--- src/sv/svm_pkg.sv ---
// ----------------------------------------------------------------------------
// svm_pkg
// shared types, opcodes, error codes and sizing defaults of the stack machine
// ----------------------------------------------------------------------------
package svm_pkg;

  localparam int STACK_DEPTH_DEF  = 1024;
  localparam int GLOBAL_DEPTH_DEF = 256;
  localparam int PROG_DEPTH_DEF   = 65536;
  localparam int GCOUNT_W         = 9;

  localparam logic [7:0] OP_HALT  = 8'd0;
  localparam logic [7:0] OP_PUSHC = 8'd1;
  localparam logic [7:0] OP_ADD   = 8'd2;
  localparam logic [7:0] OP_SUB   = 8'd3;
  localparam logic [7:0] OP_MUL   = 8'd4;
  localparam logic [7:0] OP_DIV   = 8'd5;
  localparam logic [7:0] OP_MOD   = 8'd6;
  localparam logic [7:0] OP_RDINT = 8'd7;
  localparam logic [7:0] OP_WRINT = 8'd8;
  localparam logic [7:0] OP_RDCHR = 8'd9;
  localparam logic [7:0] OP_WRCHR = 8'd10;
  localparam logic [7:0] OP_PUSHG = 8'd11;
  localparam logic [7:0] OP_POPG  = 8'd12;
  localparam logic [7:0] OP_ASF   = 8'd13;
  localparam logic [7:0] OP_RSF   = 8'd14;
  localparam logic [7:0] OP_PUSHL = 8'd15;
  localparam logic [7:0] OP_POPL  = 8'd16;
  localparam logic [7:0] OP_EQ    = 8'd17;
  localparam logic [7:0] OP_NE    = 8'd18;
  localparam logic [7:0] OP_LT    = 8'd19;
  localparam logic [7:0] OP_LE    = 8'd20;
  localparam logic [7:0] OP_GT    = 8'd21;
  localparam logic [7:0] OP_GE    = 8'd22;
  localparam logic [7:0] OP_JMP   = 8'd23;
  localparam logic [7:0] OP_BRF   = 8'd24;
  localparam logic [7:0] OP_BRT   = 8'd25;
  localparam logic [7:0] OP_CALL  = 8'd26;
  localparam logic [7:0] OP_RET   = 8'd27;
  localparam logic [7:0] OP_DROP  = 8'd28;
  localparam logic [7:0] OP_PUSHR = 8'd29;
  localparam logic [7:0] OP_POPR  = 8'd30;
  localparam logic [7:0] OP_DUP   = 8'd31;

  localparam logic [3:0] ERR_NONE  = 4'd0;
  localparam logic [3:0] ERR_OVF   = 4'd1;
  localparam logic [3:0] ERR_UNF   = 4'd2;
  localparam logic [3:0] ERR_TAG   = 4'd3;
  localparam logic [3:0] ERR_DIVZ  = 4'd4;
  localparam logic [3:0] ERR_MODZ  = 4'd5;
  localparam logic [3:0] ERR_GIDX  = 4'd6;
  localparam logic [3:0] ERR_LADDR = 4'd7;
  localparam logic [3:0] ERR_RVE   = 4'd8;
  localparam logic [3:0] ERR_PC    = 4'd9;

  localparam logic [1:0] KIND_NONE = 2'd0;
  localparam logic [1:0] KIND_INT  = 2'd1;
  localparam logic [1:0] KIND_CHR  = 2'd2;

  typedef struct packed {
    logic [7:0]         op;
    logic signed [31:0] imm;
    logic [31:0]        inval;
    logic               binary;
  } item_t;

  typedef enum logic [2:0] {
    S_IDLE, S_RA, S_RB, S_EX, S_GO, S_DIV, S_CLR
  } state_t;

endpackage

--- src/sv/svm_front.sv ---
// ----------------------------------------------------------------------------
// svm_front
// accepts instruction beats, decodes them and queues them for execution
// ----------------------------------------------------------------------------
module svm_front (
  input  logic          clk,
  input  logic          rst,
  input  logic          s_tvalid,
  output logic          s_tready,
  input  logic [63:0]   s_tdata,   // instr_word, in_value
  output logic          q_valid,
  input  logic          q_pop,
  output svm_pkg::item_t q_item
);
  import svm_pkg::*;

  item_t      q [2];
  logic       wptr, rptr;
  logic [1:0] count;
  item_t      dec;
  logic       push;

  always_comb begin
    dec.op     = s_tdata[31:24];
    dec.imm    = {{8{s_tdata[23]}}, s_tdata[23:0]};
    dec.inval  = s_tdata[63:32];
    dec.binary = dec.op inside {[OP_ADD:OP_MOD], [OP_EQ:OP_GE]};
  end

  assign s_tready = (count != 2'd2);
  assign push     = s_tvalid && s_tready;
  assign q_valid  = (count != 2'd0);
  assign q_item   = q[rptr];

  always_ff @(posedge clk) begin
    if (push) begin
      q[wptr] <= dec;
    end
  end

  always_ff @(posedge clk) begin
    if (rst) begin
      wptr  <= 1'b0;
      rptr  <= 1'b0;
      count <= 2'd0;
    end else begin
      if (push) wptr <= ~wptr;
      if (q_pop) rptr <= ~rptr;
      count <= count + {1'b0, push} - {1'b0, q_pop};
    end
  end

endmodule

--- config.mk ---
export PLATFORM = sky130hd
export DESIGN_NAME = svm_front
export DESIGN_NICKNAME = d
export VERILOG_FILES = /design/src/sv/svm_pkg.sv /design/src/sv/svm_front.sv
export SDC_FILE = /design/constraint.sdc
export NUM_CORES = 1
export LEC_CHECK = 0
export ABC_AREA = 0
export BUFFER_PORTS_ARGS = -buffer_cell sky130_fd_sc_hd__buf_4
export CORE_UTILIZATION = 51
export CTS_CLUSTER_DIAMETER = 200
export DETAILED_ROUTE_END_ITERATION = 6
export MAX_ROUTING_LAYER = met4
export PLACE_DENSITY = 0.79
export SLEW_MARGIN = 20
export SYNTH_ARGS = -nofsm -noshare
export SYNTH_HDL_FRONTEND = slang
export SYNTH_SLANG_ARGS = --single-unit
--- constraint.sdc ---
create_clock -name clk -period 4.51 [get_ports clk]
set_input_delay 0.902 -clock clk [delete_from_list [all_inputs] [get_ports clk]]
set_output_delay 0.902 -clock clk [all_outputs]
set_load 0.01 [all_outputs]
# Word-level counts from Yosys, hierarchy flattened
# Memories as Yosys holds them, arrays and structs flattened. A register that Yosys moved wholly into a read port is not among the register bits.
# Cells that the tools add are included.
[word_totals]
ram_bits = 146
in_bits = 68
ff_bits = 4
mem_count = 1
wordCells = 22
[op_classes]
add_sub_neg = 2
order_cmp = 4
eq_ne = 1
bitwise = 2
muxes = 4
n_reduce_logical = 5
[memory_table]
columns = ["memory", "words", "word_bits", "read_ports", "rd_ports_with_merged_regs", "wr", "line", "text"]
rows = [
  ["q", 2, 73, 1, 1, 1, "svm_front.sv:17", "item_t q [2];"],
]
[op_table]
columns = ["op", "n"]
rows = [
  ["$ge A8 B2 Y1 const B", 1],
  ["$ge A8 B5 Y1 const B", 1],
  ["$le A8 B3 Y1 const B", 1],
  ["$le A8 B5 Y1 const B", 1],
  ["$mux W1", 4],
  ["$reduce_bool A2 Y1", 2],
  ["$logic_and A1 B1 Y1", 3],
  ["$add A2 B1 Y2", 1],
  ["$ne A2 B2 Y1 const B", 1],
  ["$not A1 Y1", 2],
  ["$sub A2 B1 Y2", 1],
]

# Longest topological paths before layout
# Gate-level depths: netlist of run 1.
[depth]
depth_word = 4
ltp_mapped = 8

# Worst setup path after synthesis of run 1
# Ideal clock, no wire load.
[synth_timing]
path_kind = "input to register"
from = "input port s_tvalid"
to = "memory q[0][0] (netlist bit), enable pin"
setup_time_ps = 488
arrival_time_ps = 3705
stages = 2
path_buffers = 0
setup_slack_ps = 317
path_cell_list = "nand2_1 > nor2_1"
[synth_via]
elab_chain_len = 3
[synth_rtl]
columns = ["element", "line", "text"]
rows = [
  ["start, declared", "svm_front.sv:8", "input logic s_tvalid,"],
  ["$logic_and A1 B1 Y1", "svm_front.sv:31", "assign push = s_tvalid && s_tready;"],
  ["$mux W1", "svm_front.sv:36", "if (push) begin"],
  ["$mux W1 (implied by the code)", "svm_front.sv:37", "q[wptr] <= dec;"],
  ["end, declared", "svm_front.sv:17", ""],
]
# No other way between the ends.

==> run summary, run 1 <==
Status: finished clean
Final Skew: 3.465 ps
Initial antenna violation count: 0
Kind of end point of the critical path: output pin
Total vias in the final route: 2596
Synthesized area per cell: 21.00 sq um
GRT Util Overall: 18.27%
Clock latency on the worst-skew pair: 500 ps
Post-route DRC: 0
Post-Place Setup Slack: 1785 ps
# Max-Cap Violations: 0
Starting Density: 53.36%
Setup TNS: 0 ps
Post-layout min period: 3231 ps
Hold Path Depth: 2
Most frequent cells in the layout: 145 x buf_4, 130 x edfxtp_1, 66 x mux2_2
Final Cell Area: 6711 sq um
Critical path class: reg -> out
R2R depth: 3
Synth unique cells: 20
Final core utilization: 71.95%
Core Rows: 35
CTS buffer count: 17
Cell area power density: 496.4 nW/um^2
Fin crit share: 71.64%
Clock sink count: 135
Cts hold-fix bufs: 0
Wire length per cell: 16.33 microns
Hold EP: count[1]
Synth Cell Area: 4977 sq um
Synthesis-stage register bit count: 135
DRT iter0 DRCs: 70
HP Class: reg -> reg
NumNets Final: 457
DRT Wirelength: 8624 microns
Setup violations, final: 0
CTS tree: built
Vias in the first global route: 2701
Slew HR: 35.47%
Terminus of the critical flop-to-flop path: q[1][29]
Sequential area share after synthesis: 80.44%
Layout cells sized above 1: 61.15%
Clk buf depth: 2
Post-CTS Setup Bufs: 0
Die extent in y: 100.8 microns
Gpl congestion: 0.8033
Ys Warns: 0
Mapped Cells: 237
Worst setup SP type: flip-flop
Post-CTS resize count: 0
Core box area: 9328 sq um
Lkg Pwr: 2.536 nW
Achievable clock frequency: 309.5 MHz
DIE AREA: 10160 sq um
Area growth syn-to-layout: 34.84%
Commonest non-fill, non-tap cell in the layout: buf_4
Antenna Nets Post-Route: 0
Inserted Diodes: 0
Worst Path Arrival: 2330 ps
Largest net degree at the start of global routing: 35
PortBufs: 142
Global-route wire length before repair: 12950 microns
H-tree depth: 4
Critical path peak fanout: 33
DP HPWL: 5710 microns
Slew @ Worst Pin: 965.6 ps
HP Start: count[1]
Post-DP Area: 6162 sq um
1st-pass router iterations: 4
Overflow after GRT: 0
CTS root buf: clkbuf_8
R2r startpoint: count[0]
Die W: 100.8 microns
Setup slack after layout: 1279 ps
Worst R2R Setup Slack: 2390 ps
RSZ-0062 raised after global routing: no
Post-Syn Nets: 307
I/O pin count: 143
CP Data Required Time: 3610 ps
Vias/cell: 4.917
Slew Viols, Final: 0
Final hold vios: 0
Clock transition at the registers of the reported paths: 60 ps
Worst vdd ir: 0.0002639 V
Number of fill cells: 578
## cells in the mapped netlist
cell	instances	area, sq um
a211oi_1	1	7.510
a311oi_1	1	8.760
and2_1	1	6.260
and3_1	1	6.260
buf_2	7	35.03
buf_4	8	60.06
dfxtp_1	5	100.1
edfxtp_1	130	3904
ha_1	2	25.02
inv_1	1	3.750
mux2_2	66	743.2
nand2_1	1	3.750
nand2b_1	1	6.260
nor2_1	5	18.77
nor2b_1	2	12.51
nor3_1	1	5.000
or2_2	1	6.260
or4_1	1	7.510
xnor2_1	1	8.760
xor2_1	1	8.760
## worst max-delay path: stages, from the launching register on
cell	delay (ps)
dfxtp_2	840
buf_4	360
mux2_2	440
buf_4	170
## report_power, final
part | switching [mW] | total, mW | internal (mW)
logic | 0.234 | 0.498 | 0.264
registers | 0.0412 | 1.57 | 1.53
clock network | 0.484 | 1.26 | 0.778
## how the worst max path moves through the flow
stage,start,endpoint,slack (ps)
floorplan,s_tvalid,q[0][0],320
global placement,flip-flop,q_item[62],1790
detailed placement,flip-flop,q_item[58],1780
CTS,flip-flop,q_item[58],1230
global route,flip-flop,q_item[62],1150
finish,flip-flop,q_item[64],1280
## per-stage QoR
stage | hold slack (ps) | power, mW | cells
3_5_place_dp | 509.3 | 2.102 | 497
6_report | 520.0 | 3.331 | 528
4_1_cts | 518.6 | 3.368 | 528
3_3_place_gp | 495.7 | 2.086 | 497
2_1_floorplan | 479.9 | 1.852 | 237
5_1_grt | 552.0 | 3.457 | 528
## sequential cells by signal, indices dropped and copies added (netlist names), named ones only
| register | cells |
|---|---|
| count | 2 |
| q | 130 |
| rptr | 1 |
| wptr | 1 |
## metal layers
metal / wire length (microns) / global-route usage, %
met1: 3472 / 20.12
met2: 4407 / 30.56
met3: 634 / 5.825
met4: 110 / 8.027
met5: 0 / -
## final cells by class
cell class | count | area (sq um) | share of cell area, %
Inverter | 1 | 3.754 | 0.05593
Clock inverter | 13 | 131.4 | 1.957
Sequential cell | 135 | 4005 | 59.68
Timing Repair Buffer | 146 | 1109 | 16.52
Clock buffer | 18 | 417.9 | 6.227
Tap cell | 129 | 161.4 | 2.405
Multi-Input combinational cell | 86 | 883.3 | 13.16
## cell families (layout without fill, tap and decap cells)
group | Yosys count | in the layout | synth area share [%]
fa+ha+maj | 2 | 2 | 0.5027
flops | 135 | 135 | 80.44
compound gates | 2 | 2 | 0.3269
xor+xnor | 2 | 2 | 0.3520
buf+inv | 16 | 178 | 1.986
mux | 66 | 66 | 14.93
simple gates | 14 | 14 | 1.458
No activity file was read; power rests on OpenSTA's default activity.
==> run 2, diff against run 1 <==
- clock period: 4.51 -> 3.1 ns (I/O delays scaled with it)
==> run 2 against run 1 <==
Net effect:
- count of clock-buffer cells in the layout decreased by 1
- critical path depth unchanged
- clock skew increased by 2.2 ps
- largest power group unchanged
==> run summary, run 2 (synthesized netlist as in run 1, its figures left out) <==
Wire length per cell: 16.78 microns (+2.7%)
Post-DP Area: 6182 sq um (+0.32%)
PortBufs: 142 (unchanged)
Worst setup SP type: flip-flop
RSZ-0062 raised after global routing: no
R2r startpoint: count[0]
Highest routed layer: met4
Overflow after GRT: 0 (unchanged)
Slew @ Worst Pin: 558.0 ps (-407.7 ps)
HP Start: s_tdata[42]
Routed wl met2: 4502 microns (+2.2%)
Setup violations, final: 0 (unchanged)
Most frequent cells in the layout: 145 x buf_4, 130 x edfxtp_1, 66 x mux2_2
Largest net degree at the start of global routing: 56 (+60%)
GRT Util Overall: 18.46% (+0.19 points)
Total vias in the final route: 2614 (+0.69%)
Slew HR: 62.80% (+27 points)
DIE AREA: 10160 sq um (unchanged)
Reg with most FFs: q
Final Cell Area: 6705 sq um (about the same)
DP HPWL: 5665 microns (-0.79%)
Starting Density: 53.36% (unchanged)
HP Class: in -> reg
Clock transition at the registers of the reported paths: 60 ps (about the same)
CP Data Required Time: 2480 ps (-1130 ps)
Post-route DRC: 0 (unchanged)
Antenna Nets Post-Route: 0 (unchanged)
I/O pin count: 143 (unchanged)
Inserted Diodes: 0 (unchanged)
Final Skew: 5.658 ps (+2.194 ps)
Vias/cell: 4.951 (+0.69%)
Die W: 100.8 microns (unchanged)
Setup TNS: 0 ps (unchanged)
Post-layout min period: 2601 ps
Fin crit share: 83.89%
Die extent in y: 100.8 microns (unchanged)
Global-route wire length before repair: 13070 microns (+0.90%)
Area growth syn-to-layout: 34.72% (about the same)
NumNets Final: 458 (+0.22%)
Slew Viols, Final: 0 (unchanged)
Clock sink count: 135 (unchanged)
Initial antenna violation count: 0 (unchanged)
Layout cells sized above 1: 61.40% (+0.25 points)
Critical path peak fanout: 55 (+67%)
CTS root buf: clkbuf_8
Worst Path Arrival: 1980 ps (-350 ps)
Clk buf depth: 2 (unchanged)
Commonest non-fill, non-tap cell in the layout: buf_4
Final hold vios: 0 (unchanged)
Vias in the first global route: 2582 (-4.4%)
Met1 wire length: 3648 microns (+5.1%)
Critical path class: reg -> out
CTS buffer count: 17 (unchanged)
DRT iter0 DRCs: 89 (+27%)
Achievable clock frequency: 384.5 MHz
Placed insts: 498 (+0.20%)
Status: finished clean
Post-CTS resize count: 0 (unchanged)
H-tree depth: 4 (unchanged)
Worst vdd ir: 0.0005031 V (+91%)
# Max-Cap Violations: 0 (unchanged)
Post-CTS Setup Bufs: 0 (unchanged)
1st-pass router iterations: 5 (+1)
CTS tree: built
Met3 wire len: 627 microns (-1.1%)
Core Rows: 35 (unchanged)
Cell area power density: 711.5 nW/um^2 (+43%)
Number of flip-flops in the largest register: 130 (unchanged)
Clock latency on the worst-skew pair: 500 ps (about the same)
Cts hold-fix bufs: 0 (unchanged)
DRT Wirelength: 8861 microns (+2.7%)
Post-Layout Cell Count: 528 (unchanged)
Kind of end point of the critical path: output pin
Lkg Pwr: 2.529 nW (-0.28%)
Largest regs: q (130), count (2)
Gpl congestion: 0.7271 (-9.5%)
Core box area: 9328 sq um (unchanged)
-- run 2: changes by cell type in the layout (fill, tap and decap cells not counted) --
cell,change
buf_12,+1
bufinv_16,-1
clkbuf_1,-1
clkinvlp_4,+1
-- run 2: worst paths after layout --
kind	slack, ps	cells after the start	end
hold reg to reg	520	2	count[1]
setup / recovery	500	3	q_item[63]
setup reg to reg	1400	3	q[1][43]
hold / removal	300	1	q[1][11]
-- run 2: cell type report --
cell class | count | area, sq um
clock buffers | 17 | 414.1
clock inverters | 13 | 108.9
fillers | 590 | 2623
inverters | 1 | 3.754
multi-input cells | 86 | 883.3
flip-flops and latches | 135 | 4005
well taps | 129 | 161.4
repair buffers | 147 | 1129
-- run 2: critical path, cell delays in order (launching register included) --
cell and delay [ps]:
dfxtp_2 500, buf_12 340, mux2_2 450, buf_4 170
-- run 2: where the power goes --
group | total [mW] | internal, mW | switching (mW)
clock network | 1.75 | 1.05 | 0.708
logic | 0.742 | 0.388 | 0.354
registers | 2.27 | 2.22 | 0.0498
-- run 2: through the flow --
step	total power, mW	util [%]	hold WS, ps	setup slack (ps)
2_1_floorplan	2.689	-	479.9	276.3
3_3_place_gp	3.037	66.28	495.9	1032
3_5_place_dp	3.064	66.28	518.3	999.3
4_1_cts	4.819	71.88	271.4	446.2
5_1_grt	4.956	71.88	269.5	374.5
6_report	4.771	71.88	299.6	499.5
-- run 2: layer usage --
| metal | vias up | track usage (%) |
|---|---|---|
| met5 | - | - |
| met4 | 0 | 7.469 |
| met3 | 6 | 6.449 |
| li1 | 1223 | - |
| met2 | 111 | 29.24 |
| met1 | 1274 | 21.70 |
==> run 3, diff against run 2 <==
- clock period: 3.1 -> 2.49 ns (I/O delays scaled with it)
==> run 3 against run 2 <==
Net effect:
- power grew 28%
- clock power rose by 34%
- count of clock-buffer cells in the layout is 2 higher
- first-iteration DRC count decreased by 31%
==> run summary, run 3 (synthesized netlist as in run 1, its figures left out) <==
Status: finished clean
Die extent in y: 100.8 microns (unchanged)
Placed insts: 500 (+0.40%)
CP Data Required Time: 1990 ps (-490 ps)
H-tree depth: 4 (unchanged)
Critical path peak fanout: 16 (-71%)
Final Skew: 7.924 ps (+2.266 ps)
Post-DP Area: 6197 sq um (+0.24%)
DP HPWL: 5713 microns (+0.85%)
Post-Layout Cell Count: 532 (+0.76%)
Net Switching: 1.412 mW (+27%)
Number of flip-flops in the largest register: 130 (unchanged)
Cts hold-fix bufs: 0 (unchanged)
Worst setup SP type: flip-flop
Worst Hold Slack: 178.5 ps (-121.1 ps)
Slew HR: 64.78% (+2.0 points)
Clock sink count: 135 (unchanged)
Reg with most FFs: q
Slew Viols, Final: 0 (unchanged)
R2R depth: 8 (+5)
Kind of end point of the critical path: output pin
Commonest non-fill, non-tap cell in the layout: buf_4
Terminus of the critical flop-to-flop path: count[1]
Worst vdd ir: 0.0005010 V (-0.42%)
I/O pin count: 143 (unchanged)
Internal power: 4.690 mW (+28%)
Die W: 100.8 microns (unchanged)
Final hold vios: 0 (unchanged)
1st-pass router iterations: 4 (-1)
Post-Place Setup Slack: 611.5 ps (-387.8 ps)
Setup violations, final: 0 (unchanged)
# Max-Cap Violations: 0 (unchanged)
Largest regs: q (130), count (2)
Lkg Pwr: 2.558 nW (+1.2%)
Core box area: 9328 sq um (unchanged)
Worst Path Arrival: 1870 ps (-110 ps)
HP Class: in -> reg
Sw frac: 23.13% (-0.17 points)
Inserted Diodes: 0 (unchanged)
Sequential share of power: 46.4% (-1.3 points)
Post-CTS resize count: 0 (unchanged)
DRT iter0 DRCs: 61 (-31%)
Most frequent cells in the layout: 147 x buf_4, 130 x edfxtp_1, 66 x mux2_2
Core Rows: 35 (unchanged)
Clock latency on the worst-skew pair: 500 ps (about the same)
Largest net degree at the start of global routing: 40 (-29%)
Number of fill cells: 584 (-1.0%)
Cell area power density: 901.8 nW/um^2 (+27%)
Hold Path Depth: 1 (unchanged)
GRT Util Overall: 17.98% (-0.48 points)
Setup slack after layout: 120.2 ps (-379.3 ps)
Global-route wire length before repair: 12780 microns (-2.2%)
Vias/cell: 4.953 (about the same)
Tot Pwr: 6.102 mW (+28%)
Final core utilization: 72.54% (+0.66 points)
DIE AREA: 10160 sq um (unchanged)
Gpl congestion: 0.7027 (-3.4%)
Final Cell Area: 6766 sq um (+0.91%)
Clock power frac: 38.5% (+1.7 points)
Post-layout min period: 2370 ps
Initial antenna violation count: 0 (unchanged)
CTS tree: built
Fin crit share: 95.17%
CTS root buf: clkbuf_8
Layout cells sized above 1: 61.79% (+0.38 points)
Worst R2R Setup Slack: 840 ps (-560 ps)
Antenna Nets Post-Route: 0 (unchanged)
Wire length per cell: 16.28 microns (-3.0%)
Total vias in the final route: 2635 (+0.80%)
R2r startpoint: count[0]
Overflow after GRT: 0 (unchanged)
Gate power share: 15.1% (-0.5 points)
Vias in the first global route: 2642 (+2.3%)
Post-CTS Setup Bufs: 0 (unchanged)
NumNets Final: 460 (+0.44%)
Area growth syn-to-layout: 35.95%
Setup TNS: 0 ps (unchanged)
HP Start: s_tdata[10]
Starting Density: 53.36% (unchanged)
Critical path class: reg -> out
Slew @ Worst Pin: 528.4 ps (-29.59 ps)
Post-route DRC: 0 (unchanged)
Clock transition at the registers of the reported paths: 60 ps (about the same)
Achievable clock frequency: 422.0 MHz
RSZ-0062 raised after global routing: no
CTS buffer count: 17 (unchanged)
Hold EP: q[1][43]
PortBufs: 142 (unchanged)
Clk buf depth: 2 (unchanged)
DRT Wirelength: 8661 microns (-2.3%)
==> run 3: cell types whose count changed in the layout (fill, tap and decap cells not counted), sizes merged <==
cell / before / now
buf: 147 / 149
clkbuf: 17 / 19
inv: 3 / 4
bufinv: 1 / 2
clkinv: 6 / 4
==> run 3: cell type report <==
class | count | area (sq um) | area share, %
well taps | 129 | 161.4 | 2.385
multi-input cells | 86 | 883.3 | 13.05
clock buffers | 19 | 421.7 | 6.232
clock inverters | 13 | 147.6 | 2.182
inverters | 1 | 3.754 | 0.05547
flip-flops and latches | 135 | 4005 | 59.19
repair buffers | 149 | 1144 | 16.90
==> run 3: worst max-delay path, cell delays in order, from the launching register on <==
cell and delay, ps:
dfxtp_2 610, buf_4 270, mux2_2 350, buf_4 140
==> run 3: per-layer routing <==
metal	share of wire [%]	vias up	GRT usage (%)
met3	7.1	5	6.033
met4	0.61	0	7.246
met2	51	103	29.35
met1	41	1295	20.52
met5	0	-	-
li1	-	1232	-
==> run 3: worst max-delay path by stage <==
stage	to	slack, ps
CTS	q_item[38]	80
global route	q_item[38]	30
floorplan	q[0][0]	460
finish	q_item[38]	120
detailed placement	q_item[38]	610
global placement	q_item[23]	650
==> run 3: power groups by stage <==
stage                     Clock, mW  Sequential, mW  Combinational, mW
after floorplan                   0            2.86              0.487
after global placement            0            2.87              0.917
after detailed placement          0            2.89              0.931
after CTS                      2.40            2.84              0.936
after global routing           2.48            2.86              0.987
final                          2.35            2.83              0.920
